[src/pscg_pkg.sv]
`timescale 1ns / 1ps
`default_nettype none

package pscg_pkg;

  // Configuration port
  localparam int unsigned CFG_IDX_W  = 2;
  localparam int unsigned CFG_DATA_W = 32;

  localparam logic [CFG_IDX_W-1:0] CFG_PHASE_INC = 2'd0;
  localparam logic [CFG_IDX_W-1:0] CFG_PULSE_INC = 2'd1;
  localparam logic [CFG_IDX_W-1:0] CFG_TONE_GAIN = 2'd2;

  localparam int unsigned INC_W  = 32;
  localparam int unsigned GAIN_W = 16;

  localparam logic [INC_W-1:0]  PHASE_INC_RST = 32'd8544566;
  localparam logic [INC_W-1:0]  PULSE_INC_RST = 32'd34178;
  localparam logic [GAIN_W-1:0] TONE_GAIN_RST = 16'd21627;

  // Quarter-wave table generation: pi in Q2.30, Taylor terms
  localparam longint unsigned PI_Q30       = 64'd3373259426;
  localparam int unsigned     TAYLOR_TERMS = 8;

endpackage

`default_nettype wire

[src/pscg_sine.sv]
`timescale 1ns / 1ps
`default_nettype none

// Quarter-wave sine lookup, one request per cycle, result registered for the next cycle.
module pscg_sine #(
  parameter int unsigned PHASE_BITS       = 32,
  parameter int unsigned SINE_TABLE_DEPTH = 256,
  parameter int unsigned SAMPLE_BITS      = 16
) (
  input  wire logic                          clk_i,
  input  wire logic [PHASE_BITS-1:0]         phase_i,
  output logic signed [SAMPLE_BITS-1:0]      sine_o
);

  localparam int unsigned QW    = PHASE_BITS - 2;
  localparam int unsigned IDX_W = $clog2(SINE_TABLE_DEPTH);
  localparam int unsigned MAG_W = SAMPLE_BITS - 1;
  localparam int unsigned SC_W  = QW + IDX_W + 1;
  localparam longint unsigned SineAmp = (64'd1 << (SAMPLE_BITS - 1)) - 64'd1;
  localparam longint unsigned XDiv    = 64'd4 * SINE_TABLE_DEPTH;

  // Taylor divisors (2n)*(2n+1) for n = 1..8
  localparam longint unsigned TaylorDiv [pscg_pkg::TAYLOR_TERMS] = '{
    64'd6, 64'd20, 64'd42, 64'd72, 64'd110, 64'd156, 64'd210, 64'd272
  };

  // Entry k = sin((2k+1)*pi/(4*depth)) * amp, Taylor series in Q2.30
  function automatic longint unsigned quarter_entry(input int unsigned k);
    longint unsigned x;
    longint unsigned term;
    longint unsigned sum;
    longint unsigned v;
    begin
      x    = ((2 * longint'(k) + 1) * pscg_pkg::PI_Q30) / XDiv;
      term = x;
      sum  = x;
      for (int unsigned n = 1; n <= pscg_pkg::TAYLOR_TERMS; n++) begin
        term = (term * x) >> 30;
        term = (term * x) >> 30;
        term = term / TaylorDiv[n-1];
        if (n[0]) begin
          sum = (sum >= term) ? sum - term : 64'd0;
        end else begin
          sum = sum + term;
        end
      end
      v = (sum * SineAmp + (64'd1 << 29)) >> 30;
      if (v > SineAmp) begin
        v = SineAmp;
      end
      return v;
    end
  endfunction

  logic [MAG_W-1:0] qw [SINE_TABLE_DEPTH];

  for (genvar k = 0; k < SINE_TABLE_DEPTH; k++) begin : g_tab
    localparam longint unsigned V = quarter_entry(k);
    assign qw[k] = V[MAG_W-1:0];
  end

  logic [1:0]       quad;
  logic [SC_W-1:0]  scaled;
  logic [IDX_W-1:0] idx_raw;
  logic [IDX_W-1:0] idx;
  logic [MAG_W-1:0] mag_q;
  logic             neg_q;
  logic [SAMPLE_BITS-1:0] mag_ext;

  assign quad    = phase_i[PHASE_BITS-1 -: 2];
  assign scaled  = SC_W'(phase_i[QW-1:0]) * SC_W'(SINE_TABLE_DEPTH);
  assign idx_raw = scaled[QW +: IDX_W];
  assign idx     = quad[0] ? IDX_W'(SINE_TABLE_DEPTH - 1) - idx_raw : idx_raw;

  always_ff @(posedge clk_i) begin
    mag_q <= qw[idx];
    neg_q <= quad[1];
  end

  assign mag_ext = {1'b0, mag_q};
  assign sine_o  = neg_q ? -$signed(mag_ext) : $signed(mag_ext);

endmodule

`default_nettype wire

[src/pscg_mul.sv]
`timescale 1ns / 1ps
`default_nettype none

// Shared unsigned multiplier with registered product.
module pscg_mul #(
  parameter int unsigned A_W = 17,
  parameter int unsigned B_W = 16
) (
  input  wire logic               clk_i,
  input  wire logic [A_W-1:0]     a_i,
  input  wire logic [B_W-1:0]     b_i,
  output logic [A_W+B_W-1:0]      prod_o
);

  always_ff @(posedge clk_i) begin
    prod_o <= (A_W + B_W)'(a_i) * (A_W + B_W)'(b_i);
  end

endmodule

`default_nettype wire

[src/pulsed_sine_chord_generator_top.sv]
`timescale 1ns / 1ps
`default_nettype none

// An accepted request reaches out_valid_o after the sine and multiply states (later if the output is stalled).
// One request is worked on at a time, with four passes through the shared sine
// lookup (a request and an accumulate state each) and two passes through the shared multiplier.
// A finished sample waits in the output register while the next request is worked on.
// Reset (rst_ni low, async) clears the phase accumulators, the sequencer and output valid,
// and loads the register defaults.
module pulsed_sine_chord_generator_top #(
  parameter int unsigned PHASE_BITS       = 32,
  parameter int unsigned SINE_TABLE_DEPTH = 256,
  parameter int unsigned SAMPLE_BITS      = 16
) (
  input  wire logic                              clk_i,
  input  wire logic                              rst_ni,
  input  wire logic                              in_valid_i,
  output logic                                   in_stall_o,
  input  wire logic                              last_frame_i,
  output logic                                   out_valid_o,
  input  wire logic                              out_stall_i,
  output logic signed [SAMPLE_BITS-1:0]          sample_o,
  output logic                                   sample_last_o,
  input  wire logic                              cfg_valid_i,
  output logic                                   cfg_ready_o,
  input  wire logic [pscg_pkg::CFG_IDX_W-1:0]    cfg_index_i,
  input  wire logic [pscg_pkg::CFG_DATA_W-1:0]   cfg_data_i
);

  localparam int unsigned SB    = SAMPLE_BITS;
  localparam int unsigned PB    = PHASE_BITS;
  localparam int unsigned CH_W  = SB + 2;
  localparam int unsigned A_W   = SB + 1;
  localparam int unsigned B_W   = (pscg_pkg::GAIN_W > SB - 1) ? pscg_pkg::GAIN_W : SB - 1;
  localparam int unsigned P_W   = A_W + B_W;
  localparam logic [A_W-1:0] Amp = A_W'((64'd1 << (SB - 1)) - 64'd1);

  localparam logic [2:0] ST_IDLE      = 3'd0;
  localparam logic [2:0] ST_SIN_REQ   = 3'd1;
  localparam logic [2:0] ST_SIN_ACC   = 3'd2;
  localparam logic [2:0] ST_MUL_A     = 3'd3;
  localparam logic [2:0] ST_MUL_A_RES = 3'd4;
  localparam logic [2:0] ST_MUL_B     = 3'd5;
  localparam logic [2:0] ST_MUL_B_RES = 3'd6;

  localparam logic [1:0] SEL_PULSE = 2'd3;

  // Configuration registers
  logic [pscg_pkg::INC_W-1:0]  phase_inc_q;
  logic [pscg_pkg::INC_W-1:0]  pulse_inc_q;
  logic [pscg_pkg::GAIN_W-1:0] tone_gain_q;

  assign cfg_ready_o = 1'b1;

  always_ff @(posedge clk_i or negedge rst_ni) begin
    if (!rst_ni) begin
      phase_inc_q <= pscg_pkg::PHASE_INC_RST;
      pulse_inc_q <= pscg_pkg::PULSE_INC_RST;
      tone_gain_q <= pscg_pkg::TONE_GAIN_RST;
    end else if (cfg_valid_i && cfg_ready_o) begin
      unique case (cfg_index_i)
        pscg_pkg::CFG_PHASE_INC: phase_inc_q <= cfg_data_i;
        pscg_pkg::CFG_PULSE_INC: pulse_inc_q <= cfg_data_i;
        pscg_pkg::CFG_TONE_GAIN: tone_gain_q <= cfg_data_i[pscg_pkg::GAIN_W-1:0];
        default: ;
      endcase
    end
  end

  // Sequencer and datapath state
  logic [2:0]             state_q, state_d;
  logic [1:0]             sel_q;
  logic [PB-1:0]          tone_phase_q;
  logic [PB-1:0]          pulse_phase_q;
  logic signed [CH_W-1:0] chord_q;
  logic signed [SB-1:0]   ps_q;
  logic [A_W-1:0]         m_q;
  logic                   last_q;
  logic                   out_valid_q;
  logic signed [SB-1:0]   sample_q;
  logic                   sample_last_q;

  logic                   in_acc;
  logic                   out_free;
  logic                   load_out;
  logic [PB-1:0]          phase_sel;
  logic signed [SB-1:0]   sine;
  logic [A_W-1:0]         mul_a;
  logic [B_W-1:0]         mul_b;
  logic [P_W-1:0]         prod;
  logic                   chord_neg;
  logic                   ps_neg;
  logic                   neg;
  logic [CH_W-1:0]        chord_abs;
  logic [SB-2:0]          ps_abs;
  logic [P_W:0]           rnd1;
  logic [P_W:0]           rnd2;
  logic [A_W-1:0]         m2;
  logic [A_W-1:0]         m2_neg_ext;
  logic signed [SB-1:0]   sample_d;

  assign in_stall_o = (state_q != ST_IDLE);
  assign in_acc     = in_valid_i && !in_stall_o;
  assign out_free   = !out_valid_q || !out_stall_i;
  assign load_out   = (state_q == ST_MUL_B_RES) && out_free;

  // Tone angles 4a', 2a', 3a' in full-circle units, then the pulse phase
  always_comb begin
    case (sel_q)
      2'd0:    phase_sel = tone_phase_q << 2;
      2'd1:    phase_sel = tone_phase_q << 1;
      2'd2:    phase_sel = tone_phase_q + (tone_phase_q << 1);
      default: phase_sel = pulse_phase_q;
    endcase
  end

  pscg_sine #(
    .PHASE_BITS      (PHASE_BITS),
    .SINE_TABLE_DEPTH(SINE_TABLE_DEPTH),
    .SAMPLE_BITS     (SAMPLE_BITS)
  ) u_sine (
    .clk_i  (clk_i),
    .phase_i(phase_sel),
    .sine_o (sine)
  );

  assign chord_neg = chord_q[CH_W-1];
  assign ps_neg    = ps_q[SB-1];
  assign neg       = chord_neg ^ ps_neg;
  assign chord_abs = chord_neg ? CH_W'(-chord_q) : CH_W'(chord_q);
  assign ps_abs    = ps_neg ? (SB-1)'(-ps_q) : (SB-1)'(ps_q);

  // Multiplier operands stay put through the result state so a stalled output can wait
  always_comb begin
    if (state_q == ST_MUL_B || state_q == ST_MUL_B_RES) begin
      mul_a = m_q;
      mul_b = B_W'(ps_abs);
    end else begin
      mul_a = chord_abs[A_W-1:0];
      mul_b = B_W'(tone_gain_q);
    end
  end

  pscg_mul #(
    .A_W(A_W),
    .B_W(B_W)
  ) u_mul (
    .clk_i (clk_i),
    .a_i   (mul_a),
    .b_i   (mul_b),
    .prod_o(prod)
  );

  // Round half away from zero on magnitudes, sign applied last
  assign rnd1       = {1'b0, prod} + (P_W + 1)'(32768);
  assign rnd2       = {1'b0, prod} + ((P_W + 1)'(1) << (SB - 2));
  assign m2         = rnd2[SB-1 +: A_W];
  assign m2_neg_ext = A_W'(-m2);

  always_comb begin
    if (neg) begin
      if (m2 > Amp + A_W'(1)) begin
        sample_d = {1'b1, {(SB-1){1'b0}}};
      end else begin
        sample_d = $signed(m2_neg_ext[SB-1:0]);
      end
    end else begin
      if (m2 > Amp) begin
        sample_d = $signed(Amp[SB-1:0]);
      end else begin
        sample_d = $signed(m2[SB-1:0]);
      end
    end
  end

  always_comb begin
    state_d = state_q;
    unique case (state_q)
      ST_IDLE:      if (in_acc) state_d = ST_SIN_REQ;
      ST_SIN_REQ:   state_d = ST_SIN_ACC;
      ST_SIN_ACC:   state_d = (sel_q == SEL_PULSE) ? ST_MUL_A : ST_SIN_REQ;
      ST_MUL_A:     state_d = ST_MUL_A_RES;
      ST_MUL_A_RES: state_d = ST_MUL_B;
      ST_MUL_B:     state_d = ST_MUL_B_RES;
      ST_MUL_B_RES: if (out_free) state_d = ST_IDLE;
      default:      state_d = ST_IDLE;
    endcase
  end

  always_ff @(posedge clk_i or negedge rst_ni) begin
    if (!rst_ni) begin
      state_q       <= ST_IDLE;
      sel_q         <= 2'd0;
      tone_phase_q  <= '0;
      pulse_phase_q <= '0;
      out_valid_q   <= 1'b0;
    end else begin
      state_q <= state_d;
      if (in_acc) begin
        sel_q <= 2'd0;
      end else if (state_q == ST_SIN_ACC) begin
        sel_q <= sel_q + 2'd1;
      end
      if (load_out) begin
        tone_phase_q  <= tone_phase_q + PB'(phase_inc_q);
        pulse_phase_q <= pulse_phase_q + PB'(pulse_inc_q);
      end
      if (load_out) begin
        out_valid_q <= 1'b1;
      end else if (!out_stall_i) begin
        out_valid_q <= 1'b0;
      end
    end
  end

  always_ff @(posedge clk_i) begin
    if (in_acc) begin
      chord_q <= '0;
      last_q  <= last_frame_i;
    end else if (state_q == ST_SIN_ACC) begin
      if (sel_q == SEL_PULSE) begin
        ps_q <= sine;
      end else begin
        chord_q <= chord_q + CH_W'(sine);
      end
    end
    if (state_q == ST_MUL_A_RES) begin
      m_q <= rnd1[16 +: A_W];
    end
    if (load_out) begin
      sample_q      <= sample_d;
      sample_last_q <= last_q;
    end
  end

  assign out_valid_o   = out_valid_q;
  assign sample_o      = sample_q;
  assign sample_last_o = sample_last_q;

  a_accept_starts: assert property (@(posedge clk_i) disable iff (!rst_ni)
    in_acc |=> (state_q == ST_SIN_REQ) && (sel_q == 2'd0))
    else $error("request did not start the sine sequence");

  a_pulse_then_mul: assert property (@(posedge clk_i) disable iff (!rst_ni)
    (state_q == ST_SIN_ACC) && (sel_q == SEL_PULSE) |=> (state_q == ST_MUL_A))
    else $error("multiply did not follow the pulse sine");

  a_phase_hold: assert property (@(posedge clk_i) disable iff (!rst_ni)
    !load_out |=> $stable(tone_phase_q) && $stable(pulse_phase_q))
    else $error("phase moved outside frame completion");

  a_load_sets_valid: assert property (@(posedge clk_i) disable iff (!rst_ni)
    load_out |=> out_valid_o && (state_q == ST_IDLE))
    else $error("completed frame not presented");

  a_busy_no_idle_out: assert property (@(posedge clk_i) disable iff (!rst_ni)
    (state_q == ST_MUL_B_RES) && out_valid_q && out_stall_i |=> (state_q == ST_MUL_B_RES))
    else $error("result dropped while output stalled");

endmodule

`default_nettype wire

[config.mk]
export PLATFORM = sky130hd
export DESIGN_NAME = pulsed_sine_chord_generator_top
export DESIGN_NICKNAME = d
export VERILOG_FILES = /design/src/pscg_pkg.sv /design/src/pscg_sine.sv /design/src/pscg_mul.sv /design/src/pulsed_sine_chord_generator_top.sv
export SDC_FILE = /design/constraint.sdc
export NUM_CORES = 2
export LEC_CHECK = 0
export ABC_AREA = 1
export BUFFER_PORTS_ARGS = -buffer_cell sky130_fd_sc_hd__buf_2
export CAP_MARGIN = 20
export CORE_MARGIN = 1.5
export CORE_UTILIZATION = 65
export CTS_CLUSTER_SIZE = 40
export DETAILED_ROUTE_END_ITERATION = 8
export HOLD_SLACK_MARGIN = 0.08
export MAX_ROUTING_LAYER = met4
export PLACE_DENSITY = 0.8
export SYNTH_ARGS = -nofsm -noshare
export SYNTH_HDL_FRONTEND = slang
export SYNTH_SLANG_ARGS = --single-unit
[constraint.sdc]
create_clock -name clk_i -period 9 [get_ports clk_i]
set_input_delay 0.9 -clock clk_i [delete_from_list [all_inputs] [get_ports clk_i]]
set_output_delay 0.9 -clock clk_i [all_outputs]
set_load 0.02 [all_outputs]
Word level (Yosys, flattened, before mapping):

Memories as Yosys holds them, arrays and structs flattened. A register that Yosys moved wholly into a read port is not among the register bits.
Cells that the tools add are included.

* order comparisons: 2
* multiplexer cells: 18
* reductions and logical operators: 18
* bitwise logic cells: 4
* multipliers: 1
* eq/ne operators: 14
* add/subtract/negate cells: 12

Operators with widths (count)
* $add A32 B32 Y32: 3
* $pmux W32 S3: 1
* $mux W16: 5
* $mux W17: 2
* $add A33 B16 Y33 const B: 1
* $mul A17 B16 Y33: 1
* $add A32 B15 Y32 const B: 1
* $pmux W3 S7: 1
* $add A18 B16 Y18: 1
* $gt A17 B15 Y1 const B: 1
* $gt A17 B16 Y1 const B: 1
* $neg A17 Y17: 1
* $neg A15 Y16: 1
* $neg A16 Y16: 1
* $mux W15: 1
* $neg A15 Y15: 1
* $reduce_and A2 Y1: 5
* $eq A3 B3 Y1 const B: 3
* $not A8 Y9: 1
* $mux W8: 1
* $sub A8 B8 Y8 const A: 1
* $eq A2 B2 Y1 const B: 3
* $eq A3 B2 Y1 const B: 2
* $mux W2: 3
* 17 further kinds: 27

* memories kept: 1
* word-level logic and storage cells: 86
* input port bits: 40
* memory bits (read-only): 3840
* output and inout bits: 20
* flip-flop bits (word level): 253

Memories
* (no name shown): depth 256, width 15, rd ports 1, clocked after Yosys merged registers in 1, wr ports 0, RTL line pscg_sine.sv:76 `mag_q <= qw[idx];`

Longest topological paths before layout:

* depth in word-level cells: 5
* gate-level depth with buffers: 37
* mapped depth without buffers: 36

Cells and area by module:

Synthesis repeated with hierarchy kept, for this count alone.

* cells, all modules: 4965
* area, all modules: 32831.5 µm²

By module, submodules not included
* pulsed_sine_chord_generator_top: sequential area each 5674.2 µm², times used 1, cells each 2543, area an instance 17515.5 µm²
* pscg_mul: sequential area each 660.6 µm², times used 1, cells each 1466, area an instance 10560.1 µm²
* pscg_sine: sequential area each 320.3 µm², times used 1, cells each 956, area an instance 4755.8 µm²

Least setup slack after synthesis:

OpenSTA, ideal clock, no wires.

* path kind: register to register
* from: register chord_q[1]
* to: register u_mul.prod_o[30]
* slack: 2.209 ns
* arrival: 6.660 ns
* path buffers: 0
* setup time: 0.131 ns
* data required time: 8.869 ns
* stages on the path, launching flop included: 31
* clock period less this slack: 6.791 ns
* cell sequence: dfxtp_1 inv_1 ha_1 inv_1 nor3_1 nand3_1 nor4_1 a21oi_1 xor2_1 or2_2 o21ai_1 inv_1 nand2_1 fa_1 fa_1 inv_1 fa_1 fa_1 fa_1 inv_1 fa_1 inv_1 ha_1 a21oi_1 inv_1 a21oi_1 a21boi_0 nor3_1 nor3_1 o31ai_1 xor2_1

* cells in the longest elaborated chain, start to end: 4

Ends and longest elaborated chain
* from (decl): RTL line pulsed_sine_chord_generator_top.sv:75 `logic signed [CH_W-1:0] chord_q;`
* from (signal assigned): RTL line pulsed_sine_chord_generator_top.sv:224 `chord_q <= chord_q + CH_W'(sine);`
* $neg A17 Y17: RTL line pulsed_sine_chord_generator_top.sv:130 `assign chord_abs = chord_neg ? CH_W'(-chord_q) : CH_W'(chord_q);`
* $mux W17 (*): RTL line pulsed_sine_chord_generator_top.sv:130
* $mux W17 (*): RTL line pulsed_sine_chord_generator_top.sv:135 `if (state_q == ST_MUL_B || state_q == ST_MUL_B_RES) begin`
* $mul A17 B16 Y33 (*): RTL line pscg_mul.sv:16 `prod_o <= (A_W + B_W)'(a_i) * (A_W + B_W)'(b_i);`
* to (signal assigned): RTL line pscg_mul.sv:16
* to (decl): RTL line pscg_mul.sv:12 `output logic [A_W+B_W-1:0] prod_o`

Every way passes the cells marked *; elsewhere a longest branch is shown, timed or not.
A chain may end at the register's enable or synchronous reset.

Final worst setup path:

* from: register state_q[0]
* to: register u_mul.prod_o[32]

* cells in the longest elaborated chain, start to end: 4
* elaborated cells between the ends (all ways): 6
* classes of those cells: 1 x mul; 2 x eq/ne; 2 x mux; 1 x reduce/logical

Ends and longest elaborated chain
* from (decl): RTL line pulsed_sine_chord_generator_top.sv:71 `logic [2:0] state_q, state_d;`
* from (signal assigned): RTL line pulsed_sine_chord_generator_top.sv:198 `state_q <= state_d;`
* $eq A3 B3 Y1: RTL line pulsed_sine_chord_generator_top.sv:135
* $logic_or A1 B1 Y1 (*): RTL line pulsed_sine_chord_generator_top.sv:135
* $mux W17 / $mux W16 (equally long branches): RTL line pulsed_sine_chord_generator_top.sv:135
* $mul A17 B16 Y33 (*): RTL line pscg_mul.sv:16

Marked as above.

==> impl_metrics.tcl <==
set metrics [dict create \
    syn-num-nets 4705 \
    cts_resized 0 \
    yosys_register_bits 254 \
    synthAdderAreaFrac 0.244 \
    cp_num_buf_inv 5 \
    slew_viol_final 0 \
    die-width_um 216 \
    grt_pass1_wl_um 147000 \
    post-route-period-util 0.878 \
    postCtsSetupBuffers 0 \
    status "complete, but fails checks" \
    critPathTopFamily "adder cells" \
    worst_pin_slew_ps 1030 \
    muxShareOfSynthArea 0 \
    drv_cap 0 \
    numPortBuffers 58 \
    ant_nets 0 \
    place_ws_ps 1290 \
    grt_start_max_net_pins 89 \
    ctsLongestPathBuffers 3 \
    synth-compound-area-share 0.113 \
    synth_area_per_cell_um2 6.98 \
    synth_top_area_cell "nand2_1" \
    path_clk_slew_ps 60 \
    clk_root_buffer_cell "clkbuf_16" \
    netlist_area_um2 29400 \
    synth_cell_types 65 \
    grt_pass1_vias 27500 \
    synth_edf_count 51 \
    grt_setup_unrepaired "false" \
    max_stage_delay_ps 900 \
    synth_top_family_by_area "simple AND/OR/NAND/NOR gates" \
    max_freq_mhz 127 \
    setup_tns_ps 0 \
    die_y_um 216 \
    clock_latency_ps 600 \
    reg2reg_from "state_q[0]$_DFFE_PN0P_" \
    cts_tree "done" \
    num_rows 77 \
    reg2regPathDepth 29 \
    violations "design-rule violations" \
    crit_slowest_cell "o21ai_1" \
    r2r_end "u_mul.prod_o[32]$_DFF_P_" \
    yosysWarnings 0 \
    htree_levels 1 \
    final_core_util 0.703 \
    synthToLayoutAreaGrowth_pct 6.09 \
    grt_util_all_layers 0.409 \
    place_congestion 1.04 \
    synth.area.top_cells "nand2_1, fa_1, dfrtp_1, ha_1, inv_1" \
    start_util 0.663 \
    rrSetupSlack_ps 1100 \
    cts.sinks 254 \
    required_ps 9510 \
    synth_xor_area_frac 0.0404 \
    wire_per_inst_um 19.0 \
    synthFlopType "dfrtp_1" \
    fillCellCount 3845 \
    fin_crit_ps 7900 \
    dp_hpwl_um 70800 \
    fp.dieArea_um2 46600 \
    via_count 28800 \
    setup_viol 0 \
    cp-end-kind "register" \
    firstDrtPassIters 9 \
    wirelength_um 92000 \
    synthesis.instances 4218 \
    yosys.area_share.simple 0.284 \
    finClkSkew_ps 29.1 \
    antenna_found_initial 1 \
    ys_seq_area_frac 0.217 \
    critPathKind "register to register" \
    hold_violations 0 \
    setup.worst_path.start_class "register" \
    layout-drive-gt1-share 0.0557 \
    fin_nets 4700 \
    design_area_um2 31200 \
    postPlaceCellArea_um2 30100 \
    postCtsHoldBufs 0 \
    async_flop_share 0.591 \
    drt_iter0_markers 3472 \
    io_pins 60 \
    numCtsBuffers 30 \
    crit_top_cell "nand2_1" \
    slew_headroom 0.306 \
    hp-class "input port to asynchronous set/reset pin" \
    post_drt_via_cell_ratio 5.96 \
    overflow 0 \
    core_area_um2 44400 \
    setup_ws_ps 1100 \
    synth_top_area_frac 0.152 \
    critPathArrivalTime_ps 8410 \
    final_common_cell "nand2_1" \
    drc 15 \
    crit_fanout 20 \
    layout_common_cells "nand2_1, inv_1, nor2_1, nand3_1, ha_1" \
]
[worst max path at each step]
stage                            start                  endpoint  slack [ps]  cells past startpoint
3_3_place_gp    state_q[1]$_DFFE_PN0P_  u_mul.prod_o[32]$_DFF_P_        1450                     29
5_1_grt        chord_q[1]$_SDFFE_PP0P_  u_mul.prod_o[32]$_DFF_P_         560                     35
4_1_cts         state_q[0]$_DFFE_PN0P_  u_mul.prod_o[32]$_DFF_P_        1260                     29
2_1_floorplan  chord_q[1]$_SDFFE_PP0P_  u_mul.prod_o[30]$_DFF_P_        2210                     30
6_report        state_q[0]$_DFFE_PN0P_  u_mul.prod_o[32]$_DFF_P_        1100                     29
3_5_place_dp    state_q[0]$_DFFE_PN0P_  u_mul.prod_o[32]$_DFF_P_        1290                     29
[per-layer routing]
metal | up-vias | track usage | part of all wire
met5 | - | - | 0
met4 | 0 | 0.148 | 0.043
met2 | 1626 | 0.615 | 0.43
li1 | 13500 | - | -
met3 | 309 | 0.0774 | 0.11
met1 | 13400 | 0.553 | 0.41
[flip-flops by register name, summed over array words and instances, names as in the netlist, 2 cells and up]
name / cells
phase_inc_q: 32
pulse_inc_q: 32
pulse_phase_q: 32
tone_phase_q: 32
u_mul.prod_o: 19
chord_q: 18
m_q: 17
ps_q: 16
sample_o: 16
tone_gain_q: 16
u_sine.mag_q: 15
state_q: 3
sel_q: 2
[area by class of cell]
class | instances | area (µm²) | share of cell area
Timing Repair Buffer | 87 | 539 | 0.0173
Antenna cell | 2 | 5.00 | 0.000160
Multi-Input combinational cell | 3192 | 20100 | 0.643
Sequential cell | 254 | 6370 | 0.204
Inverter | 648 | 2430 | 0.0779
Clock buffer | 38 | 831 | 0.0266
Tap cell | 592 | 741 | 0.0237
Clock inverter | 18 | 221 | 0.00709
[logic make-up after synthesis]
group | count (synthesis)
simple gates | 2015
buf+inv | 772
compound gates | 594
fa+ha+maj | 447
flops | 254
xor+xnor | 135
other cells | 1
[cells in the mapped netlist, types with 3 or more instances]
cell and number:
edfxtp_1 51, inv_2 5, nor2_1 343, nand4_1 25, a21oi_1 205, a31oi_1 28, a221oi_1 16, dfstp_2 23
dfrtp_1 127, o221ai_1 3, nor3_1 49, fa_1 210, clkbuf_1 71, buf_1 5, nand2_2 14, nor2_2 11
o21ai_0 236, inv_1 632, o211ai_1 18, nand3_1 326, a21boi_0 8, o21ai_1 23, a21o_1 4, xnor2_1 50
nor4_1 11, nor2_4 4, nand2_1 1190, dfxtp_1 53, buf_4 12, ha_1 237, or2_2 18, clkinv_1 11
buf_2 33, nand3b_1 10, o21bai_1 10, o21a_1 15, a211oi_1 4, o31ai_1 8, nand3_2 5, xor2_1 84
[metrics by stage]
step | hold slack [ps] | std cells
global route | 444 | 4830
CTS | 397 | 4827
floorplan | 400 | 4218
detailed placement | 478 | 4771
finish | 380 | 4831
global placement | 460 | 4771
Power is left out: the tool's default activity adds up to more than one toggle a clock period on the data nets, which glitch-free logic cannot reach.
